===== config.mk =====
export PLATFORM = sky130hd
export DESIGN_NAME = rrts_ctrl
export DESIGN_NICKNAME = d
export VERILOG_FILES = /design/src/sv/rrts_pkg.sv /design/src/sv/rrts_ctrl.sv
export SDC_FILE = /design/constraint.sdc
export NUM_CORES = 1
export LEC_CHECK = 0
export BUFFER_PORTS_ARGS = -buffer_cell sky130_fd_sc_hd__buf_2
export CORE_MARGIN = 5
export CORE_UTILIZATION = 40
export DETAILED_ROUTE_END_ITERATION = 10
export SETUP_SLACK_MARGIN = 0.4
export SLEW_MARGIN = 0
export SYNTH_ARGS = -nofsm -noshare
export SYNTH_HDL_FRONTEND = slang
export SYNTH_SLANG_ARGS = --single-unit

===== constraint.sdc =====
create_clock -name clk_i -period 2 [get_ports clk_i]
set_input_delay 0.3 -clock clk_i [delete_from_list [all_inputs] [get_ports clk_i]]
set_output_delay 0.3 -clock clk_i [all_outputs]
set_load 0.02 [all_outputs]

===== src/sv/rrts_pkg.sv =====
`default_nettype none
// ----------------------------------------------------------------------------
// rrts_pkg
// Shared types and constants of the round-robin task scheduler.
// ----------------------------------------------------------------------------
package rrts_pkg;

  localparam int unsigned NUM_SLOTS = 16;
  localparam int unsigned IDX_W     = $clog2(NUM_SLOTS);

  localparam logic [31:0] TIMER_CHAN = 32'h5449_4d45;
  localparam logic [31:0] PROC_CHAN  = 32'h5052_4f43;

  typedef enum logic [2:0] {
    ST_UNUSED  = 3'd0,
    ST_READY   = 3'd1,
    ST_RUNNING = 3'd2,
    ST_BLOCKED = 3'd3,
    ST_DONE    = 3'd4
  } slot_st_e;

  typedef enum logic [2:0] {
    ERR_OK      = 3'd0,
    ERR_FULL    = 3'd1,
    ERR_BOOT    = 3'd2,
    ERR_NORUN   = 3'd3,
    ERR_NOCHILD = 3'd4
  } err_e;

  typedef enum logic [3:0] {
    OP_TICK   = 4'd0,
    OP_CREATE = 4'd1,
    OP_SLEEP  = 4'd2,
    OP_EXITST = 4'd3,
    OP_WAIT   = 4'd4,
    OP_BLOCK  = 4'd5,
    OP_WAKE1  = 4'd6,
    OP_WAKEA  = 4'd7,
    OP_COUNT  = 4'd8,
    OP_EXIT   = 4'd9
  } op_e;

  // datapath action for one cycle
  typedef enum logic [3:0] {
    A_NONE, A_START, A_TICK_SCAN, A_TICK_CUR, A_PICK, A_CREATE, A_SLEEP,
    A_EXIT_WR, A_EXIT_SCAN, A_REAP, A_WAIT_SCAN, A_WAIT_BLK, A_BLOCK,
    A_WAKE, A_COUNT, A_PEXIT
  } act_e;

  typedef struct packed {
    logic [3:0]  op;
    logic [31:0] channel;
    logic [31:0] sleep_ticks;
    logic [63:0] exit_code;
    logic [31:0] wait_tid;
    logic [31:0] owner_tid;
    logic        user_task;
  } in_t;

  typedef struct packed {
    logic [2:0]  error_code;
    logic [31:0] current_id;
    logic [63:0] value;
    logic [31:0] woken_id;
    logic        woken_valid;
    logic        switched;
  } out_t;

  typedef struct packed {
    logic cap;        // latch input item
    act_e act;
    logic init_lin;   // scan from slot 0
    logic init_pick;  // scan from the slot after the current one
    logic out_load;   // load result register
  } cmd_t;

  typedef struct packed {
    logic [3:0] op;
    logic       boot;
    logic       hit;
    logic       hit_done;
    logic       last;
    logic       out_free;
  } sts_t;

endpackage
`default_nettype wire


===== src/sv/rrts_ctrl.sv =====
`default_nettype none
// ----------------------------------------------------------------------------
// rrts_ctrl
// Sequencer: steps the datapath through the scans of one command.
// ----------------------------------------------------------------------------
module rrts_ctrl import rrts_pkg::*; (
  input  wire logic clk_i,
  input  wire logic rst_ni,
  input  wire logic in_valid_i,
  output logic      in_ready_o,
  input  wire sts_t sts_i,
  output cmd_t      cmd_o
);

  typedef enum logic [4:0] {
    S_IDLE, S_START, S_TICK_SCAN, S_TICK_CUR, S_PICK, S_CREATE, S_SLEEP,
    S_EXIT_WR, S_EXIT_SCAN, S_REAP, S_WAIT_SCAN, S_WAIT_BLK, S_BLOCK,
    S_WAKE, S_COUNT, S_PEXIT, S_OUT
  } state_e;

  state_e state_q, state_d;

  assign in_ready_o = (state_q == S_IDLE);

  always_comb begin
    state_d = state_q;
    cmd_o   = '{cap: 1'b0, act: A_NONE, init_lin: 1'b0, init_pick: 1'b0,
                out_load: 1'b0};
    unique case (state_q)
      S_IDLE: begin
        if (in_valid_i) begin
          cmd_o.cap = 1'b1;
          state_d   = S_START;
        end
      end
      S_START: begin
        cmd_o.act      = A_START;
        cmd_o.init_lin = 1'b1;
        if (sts_i.boot) begin
          state_d = S_OUT;
        end else begin
          unique case (sts_i.op)
            OP_TICK:           state_d = S_TICK_SCAN;
            OP_CREATE:         state_d = S_CREATE;
            OP_SLEEP:          state_d = S_SLEEP;
            OP_EXITST:         state_d = S_EXIT_WR;
            OP_WAIT:           state_d = S_WAIT_SCAN;
            OP_BLOCK:          state_d = S_BLOCK;
            OP_WAKE1, OP_WAKEA: state_d = S_WAKE;
            OP_COUNT:          state_d = S_COUNT;
            OP_EXIT:           state_d = S_PEXIT;
            default:           state_d = S_OUT;
          endcase
        end
      end
      S_TICK_SCAN: begin
        cmd_o.act = A_TICK_SCAN;
        if (sts_i.last) state_d = S_TICK_CUR;
      end
      S_TICK_CUR: begin
        cmd_o.act       = A_TICK_CUR;
        cmd_o.init_pick = 1'b1;
        state_d         = S_PICK;
      end
      S_PICK: begin
        cmd_o.act = A_PICK;
        if (sts_i.hit || sts_i.last) state_d = S_OUT;
      end
      S_CREATE: begin
        cmd_o.act = A_CREATE;
        if (sts_i.hit || sts_i.last) state_d = S_OUT;
      end
      S_SLEEP: begin
        cmd_o.act       = A_SLEEP;
        cmd_o.init_pick = 1'b1;
        state_d         = S_PICK;
      end
      S_EXIT_WR: begin
        cmd_o.act      = A_EXIT_WR;
        cmd_o.init_lin = 1'b1;
        state_d        = S_EXIT_SCAN;
      end
      S_EXIT_SCAN: begin
        cmd_o.act = A_EXIT_SCAN;
        if (sts_i.hit) begin
          state_d = S_REAP;
        end else if (sts_i.last) begin
          cmd_o.init_pick = 1'b1;
          state_d         = S_PICK;
        end
      end
      S_REAP: begin
        cmd_o.act       = A_REAP;
        cmd_o.init_pick = 1'b1;
        state_d         = S_PICK;
      end
      S_WAIT_SCAN: begin
        cmd_o.act = A_WAIT_SCAN;
        if (sts_i.hit) begin
          state_d = sts_i.hit_done ? S_OUT : S_WAIT_BLK;
        end else if (sts_i.last) begin
          state_d = S_OUT;
        end
      end
      S_WAIT_BLK: begin
        cmd_o.act       = A_WAIT_BLK;
        cmd_o.init_pick = 1'b1;
        state_d         = S_PICK;
      end
      S_BLOCK: begin
        cmd_o.act       = A_BLOCK;
        cmd_o.init_pick = 1'b1;
        state_d         = S_PICK;
      end
      S_WAKE: begin
        cmd_o.act = A_WAKE;
        if ((sts_i.hit && sts_i.op == OP_WAKE1) || sts_i.last) state_d = S_OUT;
      end
      S_COUNT: begin
        cmd_o.act = A_COUNT;
        if (sts_i.last) state_d = S_OUT;
      end
      S_PEXIT: begin
        cmd_o.act = A_PEXIT;
        state_d   = S_OUT;
      end
      S_OUT: begin
        if (sts_i.out_free) begin
          cmd_o.out_load = 1'b1;
          state_d        = S_IDLE;
        end
      end
      default: state_d = S_IDLE;
    endcase
  end

  always_ff @(posedge clk_i or negedge rst_ni) begin
    if (!rst_ni) begin
      state_q <= S_IDLE;
    end else begin
      state_q <= state_d;
    end
  end

endmodule
`default_nettype wire


==> results of run 1 <==
==> logic make-up after synthesis <==
group / after synthesis
buffers and inverters: 11
DFF: 5
xor gates and xnor gates: 1
muxes: 6
AOI/OAI and AO/OA: 25
and+or+nand+nor: 41
==> power breakdown <==
part           leakage, nW  total [mW]  switching [mW]  internal (mW)
registers           0.0587       0.223          0.0685          0.154
logic                0.428        1.37           0.691          0.684
clock network       0.0150       0.112          0.0372         0.0752
total                0.502        1.71           0.797          0.913
==> what timing repair did <==
action / 4_1_cts / 5_1_grt
hold endpoints to repair: 5 / 0
setup buffers: 14 / 1
endpoints found under the setup margin: 11 / 11
hold buffers: 1 / 0
gates resized for setup: 21 / 8
pin swaps: 2 / 0
==> final cells by class <==
| cell class | count | area (um^2) |
|---|---|---|
| Tap cell | 25 | 31.3 |
| Fill cell | 151 | 557 |
| Clock buffer | 4 | 26.3 |
| Inverter | 5 | 18.8 |
| Timing Repair Buffer | 42 | 298 |
| Multi-Input combinational cell | 73 | 646 |
| Sequential cell | 5 | 131 |
==> per-layer routing <==
metal,vias to the layer above,GRT usage [%]
li1,416,-
met1,391,22.3
met2,23,31.8
met3,6,2.85
met4,0,9.36
met5,-,0
==> worst paths after layout <==
path	from	to
min in group clk_i	sts_i[0]	state_q[4]$_DFFE_PN0P_
max in group asynchronous	rst_ni	state_q[3]$_DFFE_PN0P_
hold / removal	rst_ni	state_q[4]$_DFFE_PN0P_
hold reg to reg	state_q[4]$_DFFE_PN0P_	state_q[3]$_DFFE_PN0P_
setup / recovery	state_q[0]$_DFFE_PN0P_	cmd_o[0]
setup reg to reg	state_q[0]$_DFFE_PN0P_	state_q[2]$_DFFE_PN0P_
==> critical path, stage by stage, from the launching register on <==
cell,delay (ns)
dfrtp_2,0.40
buf_4,0.17
or4_4,0.46
nor2_4,0.14
buf_6,0.12
==> metrics by stage <==
step	instances	total power, mW	cell area, um^2	utilization [%]	hold WS, ns
after floorplan	89	0.977	773	-	0.00441
after global placement	134	1.22	916	53.6	0.116
after detailed placement	134	1.22	916	53.6	0.118
after CTS	153	1.62	1120	65.3	0.397
after global routing	154	1.84	1150	67.4	0.415
final	154	1.71	1150	67.4	0.409
==> synth_stat cells (2+ instances only) <==
library cell and count:
clkbuf_1 2, nor2b_1 5, a21oi_1 3, mux2i_1 3, o21ai_0 6, and2_1 4
nor3_1 2, nand2_1 5, nor3b_1 2, dfrtp_1 5, nor2_1 5, nor4b_1 3
buf_2 4, inv_1 5, mux2_1 2, nor4_1 3
==> impl_results.md, run 1 <==
* Startpoint types: register
* GRT Resource Usage Total at 18.6%
* Clk_lat worst skew at 0.23 ns
* Core footprint at 1710 um^2
* Final WS setup at 0.166 ns
* Metal-1 WL at 1070 um
* # DRC at 0
* Grt ovf at 0
* Distinct cells, synth at 46
* Syn. warnings at 0
* Met3 routed WL at 90 um
* Die width at 52.3 um
* Max reg flops at 5
* Vias per cell at 5.43
* CP Max Fanout at 8
* Dpl ws at 0.205 ns
* Max Clock Freq at 545 MHz
* Top Registers: state_q x5
* Total CTS buffers at 3
* Sequential-to-total area share from yosys stat at 17.5%
* Worst Path Required at 1.70 ns
* Worst Max-Slew Pin Slew at 0.448 ns
* Port bufs at 20
* Outcome: finished, final reports clean
* Vias in the first global route at 842
* Headroom to the max-slew limit at 69.7%
* TNS Setup at 0 ns
* DP HPWL at 1580 um
* Top cell type's share of synthesized area at 17.5%
* Clock sink count at 5
* Ys async rst share at 100%
* Mux cell area share after synthesis at 8.90%
* Row cnt at 15
* WL final at 2340 um
* # nets final at 142
* Total vias in the final route at 836
* Initial antenna violation count at 0
* Final Wtd Congestion at 0.827
* Simple-Gate Fraction of Synth Area at 37.0%
* Critical Path Sink Type: primary output
* Antenna-violating nets left at 0
* Power Dens Cells at 1490 nW/um^2
* Post-Syn Nets at 101
* Compound-gate portion of the synthesized area at 29.0%
* Most frequent cells in the layout: buf_4 (21), buf_2 (14), buf_6 (5), dfrtp_2 (5)
* Min-Delay Path Class: primary input to asynchronous set/reset pin
* Yosys top cell by area: dfrtp_1
* CTS Buffer Depth at 2
* Period utilization at 91.7%
* Peak supply drop at 0.000880 V
* Post-synth EDFFs at 0
* Clock Pin Slew Worst Setup and Hold Paths at 0.04 ns
* I/O Pins at 21
* Mapped Cells at 89
* CP arrival at 1.53 ns
* Largest net degree at the start of global routing at 9
* Drt first pass iters at 4
* Top cells by area, synth: dfrtp_1 (17%), nor2b_1 (4.4%), mux2i_1 (4.2%)
* Seq cells post-synth at 5
* Initial Util at 42.0%
* Reg2Reg Setup Slack at 0.18 ns
* Max-Cap Viols at 0
* Largest family of logic cells by synthesized area: simple AND/OR/NAND/NOR gates
* Max-slew violation count at 0
* Max Used Layer: met4
* Leak pwr at 0.502 nW
* CTS tree: yes
* Number of hold violations in the final report at 0
* Met2 wire len at 1140 um
* Avg Cell Area, Syn at 8.06 um^2
* Commonest non-fill, non-tap cell in the layout: buf_4
* Routed len/inst at 15.2 um
* FF-to-FF path depth at 6
* Die H at 52.3 um
* Root Buffer: clkbuf_4
* Biggest register: state_q
* Crit Path Class: register to primary output
* XOR/XNOR Fraction of Synth Area at 1.22%
* Synth Area in Adders at 0%
* Drt initial violations at 18
* H-tree levels at 1
* Ant. Diodes at 0
* # setup viols final at 0
* RSZ-0062 raised after global routing: true
* Fin crit period at 1.83 ns
* First-pass GRT wire length at 3790 um
* Layout cells sized above 1 at 53.5%
* Mapped Area at 717 um^2
* Max Clock Skew at 0.000571 ns
* Area Growth Syn to Fin at 60.6%
* Post-synth top flop: dfrtp_1
* Die area at 2740 um^2
Note: power is estimated with default switching activity, not from simulation.
==> run 2, diff against run 1 <==
Settings changed: CTS_CLUSTER_DIAMETER set to 40, GPL_TIMING_DRIVEN set to 0.
==> run 2 against run 1 <==
Net effect:
- cell area increased by 7.6%
- wire length increased by 12%
- register-to-register slack improved by 0.04 ns
- fmax decreased by 1.5%
- flip-flop and latch count unchanged
- cell count unchanged
- clock power about the same
- largest cell class unchanged
- highest routed layer unchanged
==> impl_results.md, run 2 (synthesized netlist as in run 1, its figures left out) <==
* Min-Delay Path Class: primary input to register
* Met1 Use GR at 22.7% (+0.42 points)
* Max reg flops at 5 (unchanged)
* Most frequent cells in the layout: buf_4 (15), buf_6 (12), buf_2 (12)
* GRT Resource Usage Total at 19.1% (+0.44 points)
* GR Layer Usage met2 at 32.0% (+0.21 points)
* Die width at 52.3 um (unchanged)
* Leak pwr at 0.541 nW (+7.8%)
* Headroom to the max-slew limit at 65.0% (-4.8 points)
* Crit Reg-Reg Endpoint: state_q[2]$_DFFE_PN0P_
* Die H at 52.3 um (unchanged)
* Die area at 2740 um^2 (unchanged)
* Initial Util at 42.0% (unchanged)
* Clock sink count at 5 (unchanged)
* Total CTS buffers at 3 (unchanged)
* CP Cell Sequence: buf_4, or4_4, nor2_4, buf_6
* Worst Path Required at 1.70 ns (about the same)
* TNS Setup at 0 ns (unchanged)
* Max Clock Skew at 0.00251 ns (+0.00194 ns)
* Number of hold violations in the final report at 0 (unchanged)
* Outcome: finished, final reports clean
* Clk_lat worst skew at 0.24 ns (about the same)
* WL final at 2630 um (+12%)
* Vias in the first global route at 840 (-0.24%)
* Final Wtd Congestion at 0.851 (+2.9%)
* Most Crowded Layer GR: met2
* Startpoint types: register
* Fin crit period at 1.86 ns (+0.0274 ns)
* Root Buffer: clkbuf_4
* H-tree levels at 1 (unchanged)
* Top Registers: state_q x5
* Crit Path Class: register to primary output
* Drt first pass iters at 4 (unchanged)
* Ant. Diodes at 0 (unchanged)
* CP arrival at 1.56 ns (+0.03 ns)
* First-pass GRT wire length at 3840 um (+1.5%)
* Biggest register: state_q
* CTS tree: yes
* Max-slew violation count at 0 (unchanged)
* Port bufs at 20 (unchanged)
* Core footprint at 1710 um^2 (unchanged)
* Global-route met3 utilization at 2.56% (-0.28 points)
* # DRC at 0 (unchanged)
* Period utilization at 93.1% (+1.4 points)
* Area Growth Syn to Fin at 72.8%
* Max Clock Freq at 537 MHz (-1.5%)
* Reg2Reg Setup Slack at 0.22 ns (+0.04 ns)
* Grt ovf at 0 (unchanged)
* Routed len/inst at 17.1 um (+12%)
* Peak supply drop at 0.000864 V (-1.8%)
* CP Max Fanout at 3 (-5)
* Drt initial violations at 16 (-2)
* Slowest stage cell, crit path: or4_4
* Initial antenna violation count at 0 (unchanged)
* RSZ-0062 raised after global routing: true
* CP Launch Point: state_q[3]$_DFFE_PN0P_
* Max-Cap Viols at 0 (unchanged)
* CP endpoint: cmd_o[0]
* Clock Pin Slew Worst Setup and Hold Paths at 0.04 ns (about the same)
* I/O Pins at 21 (unchanged)
* Vias per cell at 5.86 (+8.0%)
* Power Dens Cells at 1570 nW/um^2 (+5.5%)
* Critical Path Sink Type: primary output
* # setup viols final at 0 (unchanged)
* Row cnt at 15 (unchanged)
* R2r startpoint: state_q[3]$_DFFE_PN0P_
* Largest net degree at the start of global routing at 11 (+2)
* Hold Path Origin: sts_i[8]
* # nets final at 142 (unchanged)
* Commonest non-fill, non-tap cell in the layout: buf_4
* DP HPWL at 1690 um (+7.1%)
* Layout cells sized above 1 at 55.8% (+2.3 points)
* CP max stage delay at 0.56 ns (+0.10 ns)
* Antenna-violating nets left at 0 (unchanged)
* CTS Buffer Depth at 2 (unchanged)
* Post-Route Utilization at 72.5% (+5.1 points)
* FF-to-FF path depth at 5 (-1)
* Worst Max-Slew Pin Slew at 0.521 ns (+0.0730 ns)
* Total vias in the final route at 903 (+8.0%)
## run 2: changes by cell type in the layout (fill, tap and decap cells not counted), sizes merged
cell / previous run / this run
buf: 41 / 39
clkbuf: 4 / 6
## run 2: critical path, delay by kind of cell, from the launching register on
family	cells	cell delay [ns]
simple gates	2	0.66
buf+inv	2	0.27
flops	1	0.39
## run 2: repair_timing
item | 4_1_cts | 5_1_grt
gates resized for setup | 28 | 27
endpoints found under the setup margin | 14 | 13
hold buffers | 1 | 0
setup buffers | 8 | 7
pin swaps | 3 | 5
hold endpoints to repair | 5 | 0
## run 2: final cells by class
cell class / instances / area (um^2)
tap: 25 / 31.3
fill: 132 / 469
multi-input combinational: 73 / 677
sequential: 5 / 129
inverter: 5 / 18.8
timing repair buffer: 36 / 277
buffer: 6 / 80.1
clock buffer: 4 / 26.3
## run 2: metal layers
layer,share of wire (%),vias up
met5,0,-
met4,1.9,0
met3,4.0,8
met2,52,41
met1,42,433
li1,-,421
## run 2: metrics by stage
| stage | hold WS, ns | cells | power, mW | worst slack, ns | cell area [um^2] |
|---|---|---|---|---|---|
| after global placement | 0.115 | 134 | 1.23 | 0.0987 | 905 |
| after CTS | 0.394 | 147 | 1.66 | 0.152 | 1100 |
| after floorplan | 0.00441 | 89 | 0.977 | 0.332 | 773 |
| after detailed placement | 0.116 | 134 | 1.25 | 0.0905 | 905 |
| final | 0.379 | 154 | 1.94 | 0.139 | 1240 |
| after global routing | 0.388 | 154 | 2.05 | 0.0957 | 1240 |
## run 2: worst min path at each step
stage               slack [ns]  depth (start not counted)                     end
finish                    0.38                          3  state_q[3]$_DFFE_PN0P_
CTS                       0.39                          2  state_q[3]$_DFFE_PN0P_
floorplan                0.004                          0  state_q[0]$_DFFE_PN0P_
detailed placement        0.12                          1  state_q[1]$_DFFE_PN0P_
global route              0.39                          3  state_q[3]$_DFFE_PN0P_
global placement          0.12                          1  state_q[1]$_DFFE_PN0P_
## run 2: where the power goes
part / switching (mW) / internal, mW
registers: 0.0571 / 0.151
clock network: 0.0384 / 0.0752
logic: 0.788 / 0.831
==> run 3, diff against run 2 <==
Settings changed: ABC_AREA set to 1, REMOVE_ABC_BUFFERS set to 1.
==> run 3 against run 2 <==
Net effect:
- sequential power rose by 21%
- global-route usage shrank 2.4 points
- critical path depth up 2
- wire length down 19%
- count of clock-buffer cells in the layout stayed put
- total power down 24%
- hold slack improved by 0.025 ns
- critical endpoint is now cmd_o[1]
- highest routed layer unchanged
==> impl_results.md, run 3 <==
* Outcome: finished, final reports clean
* TNS Setup at 0 ns (unchanged)
* Max-Cap Viols at 0 (unchanged)
* Mapped Area at 698 um^2 (-2.6%)
* Yosys top cell by area: dfrtp_1
* RSZ-0062 raised after global routing: true
* Drt first pass iters at 4 (unchanged)
* CP Cell Sequence: inv_4, nand2_1, o21ai_2, nor2_2, o21ai_1, buf_4
* Worst Max-Slew Pin Slew at 0.225 ns (-0.296 ns)
* Max-slew violation count at 0 (unchanged)
* Routed len/inst at 11.9 um (-30%)
* Clock sink count at 5 (unchanged)
* First-pass GRT wire length at 3520 um (-8.4%)
* H-tree levels at 1 (unchanged)
* # nets final at 174 (+23%)
* Ys async rst share at 100% (unchanged)
* Startpoint types: register
* Min-Delay Path Class: primary input to asynchronous set/reset pin
* Vias per cell at 5.20 (-11%)
* Final Wtd Congestion at 0.885 (+4.0%)
* Biggest register: state_q
* Max reg flops at 5 (unchanged)
* Top cells by area, synth: dfrtp_1 (18%), nand2_1 (18%), nor2_1 (9.7%)
* Most instantiated library cell after synthesis: nand2_1
* GRT Resource Usage Total at 16.6% (-2.4 points)
* Number of hold violations in the final report at 0 (unchanged)
* DP HPWL at 1510 um (-10%)
* Post-synth EDFFs at 0 (unchanged)
* Seq cells post-synth at 5 (unchanged)
* Root Buffer: clkbuf_4
* CTS tree: yes
* I/O Pins at 21 (unchanged)
* # setup viols final at 0 (unchanged)
* Clk_lat worst skew at 0.23 ns (about the same)
* CTS Buffer Depth at 2 (unchanged)
* Slowest stage cell, crit path: dfrtp_2
* CP max stage delay at 0.47 ns (-0.09 ns)
* Syn. warnings at 0 (unchanged)
* Drt initial violations at 24 (+8)
* Most frequent cells in the layout: nand2_1 (32), buf_4 (19), nor2_1 (16)
* Critical Path Sink Type: primary output
* Power Dens Cells at 1480 nW/um^2 (-5.5%)
* Core footprint at 1690 um^2 (-1.1%)
* CP delay by family, top: flip-flops
* Mapped Cells at 123 (+38%)
* CP arrival at 1.38 ns (-0.18 ns)
* Die H at 51.8 um (-1.1%)
* WL final at 2130 um (-19%)
* Top Registers: state_q x5
* CP Max Fanout at 6 (+3)
* Total vias in the final route at 925 (+2.4%)
* Die width at 51.8 um (-1.1%)
* Sequential-to-total area share from yosys stat at 17.9% (+0.47 points)
* Initial Util at 41.3% (-0.64 points)
* Top cells by count, synth: nand2_1 (33), nor2_1 (18), inv_1 (16)
* Headroom to the max-slew limit at 85.0% (+20 points)
* Ant. Diodes at 0 (unchanged)
* Layout cells sized above 1 at 41.6% (-14 points)
* Grt ovf at 0 (unchanged)
* Leak pwr at 0.562 nW (+3.8%)
* Total CTS buffers at 3 (unchanged)
* Fin crit period at 1.68 ns (-0.178 ns)
* Vias in the first global route at 890 (+6.0%)
* FILL cells at 178 (+35%)
* Port bufs at 20 (unchanged)
* Avg Cell Area, Syn at 5.68 um^2 (-30%)
* Die area at 2680 um^2 (-2.1%)
* Clock Pin Slew Worst Setup and Hold Paths at 0.04 ns (about the same)
* Period utilization at 84.2% (-8.9 points)
* R2r startpoint: state_q[3]$_DFFE_PN0P_
* Post-Route Utilization at 58.7% (-14 points)
* Commonest non-fill, non-tap cell in the layout: nand2_1
* Top cell type's share of synthesized area at 17.9% (+0.47 points)
* Crit Path Class: register to primary output
* Peak supply drop at 0.000717 V (-17%)
* Initial antenna violation count at 0 (unchanged)
* Max Clock Freq at 594 MHz (+11%)
* CP Buf/Inv Count at 2 (unchanged)
* Antenna-violating nets left at 0 (unchanged)
* CP Launch Point: state_q[3]$_DFFE_PN0P_
* Distinct cells, synth at 17 (-63%)
* Area Growth Syn to Fin at 42.1%
* Largest net degree at the start of global routing at 12 (+1)
* Worst Path Required at 1.70 ns (about the same)
* # DRC at 0 (unchanged)
* Max Clock Skew at 0.00177 ns (-0.000744 ns)
* Row cnt at 15 (unchanged)
* Post-synth top flop: dfrtp_1
## run 3: cell types whose count changed in the layout (fill, tap and decap cells not counted), moves of 4 or more
cell and delta:
nand3_1 +11, buf_4 +4, nor2b_1 -4, nand2_1 +28, inv_2 +5, nor2_1 +13
inv_1 +9, nand4_1 +7, buf_6 -11
## run 3: layout make-up
cell class	instances	area [um^2]	share of cell area (%)
Sequential cell	5	131	13.2
Timing Repair Buffer	36	239	24.1
Tap cell	17	21.3	2.14
Clock buffer	4	26.3	2.65
Inverter	21	86.3	8.70
Multi-Input combinational cell	95	488	49.2
## run 3: path summary, 6_finish.rpt
path                                          end  slack [ns]  cells after the start
hold reg to reg            state_q[0]$_DFFE_PN0P_        0.61                      2
max in group asynchronous  state_q[3]$_DFFE_PN0P_        1.45                      2
setup reg to reg           state_q[2]$_DFFE_PN0P_        0.49                     10
setup / recovery                         cmd_o[1]        0.32                      6
min in group clk_i         state_q[4]$_DFFE_PN0P_        0.41                      4
hold / removal             state_q[1]$_DFFE_PN0P_        0.40                      2
## run 3: power breakdown
| part | internal, mW | switching, mW | leakage (nW) |
|---|---|---|---|
| sequential | 0.152 | 0.100 | 0.0589 |
| combinational | 0.482 | 0.621 | 0.488 |
| clock | 0.0752 | 0.0383 | 0.0150 |
## run 3: stage by stage
step / power [mW] / setup slack (ns) / hold WS, ns / area, um^2 / std cells
global placement: 1.01 / 0.382 / 0.113 / 788 / 158
floorplan: 0.793 / 0.406 / 0.00441 / 667 / 121
detailed placement: 1.00 / 0.409 / 0.118 / 788 / 158
CTS: 1.38 / 0.335 / 0.395 / 961 / 177
global route: 1.61 / 0.240 / 0.398 / 992 / 178
finish: 1.47 / 0.317 / 0.404 / 992 / 178
## run 3: repair_timing
action	4_1_cts	5_1_grt
gates resized for setup	17	8
setup endpoints to repair	5	6
pin swaps	7	4
hold buffers	1	0
endpoints found under the hold margin	5	0
setup buffers	14	1
## run 3: kinds of logic (layout without fill, tap and decap cells)
group                  after synthesis  after routing  share of synthesized area, %
AO/OA/AOI/OAI                       14             14                          11.1
flip-flops                           5              5                          17.9
AND/OR/NAND/NOR                     81             81                          54.5
buffers and inverters               23             61                          16.5
## run 3: layer usage
layer  vias to the layer above  global-route usage, %  wire length [um]
met5                         -                      0                 0
met4                         0                   6.11                57
met3                         6                   1.15                97
met2                        35                   30.9              1080
met1                       411                   19.7               892
li1                        473                      -                 -
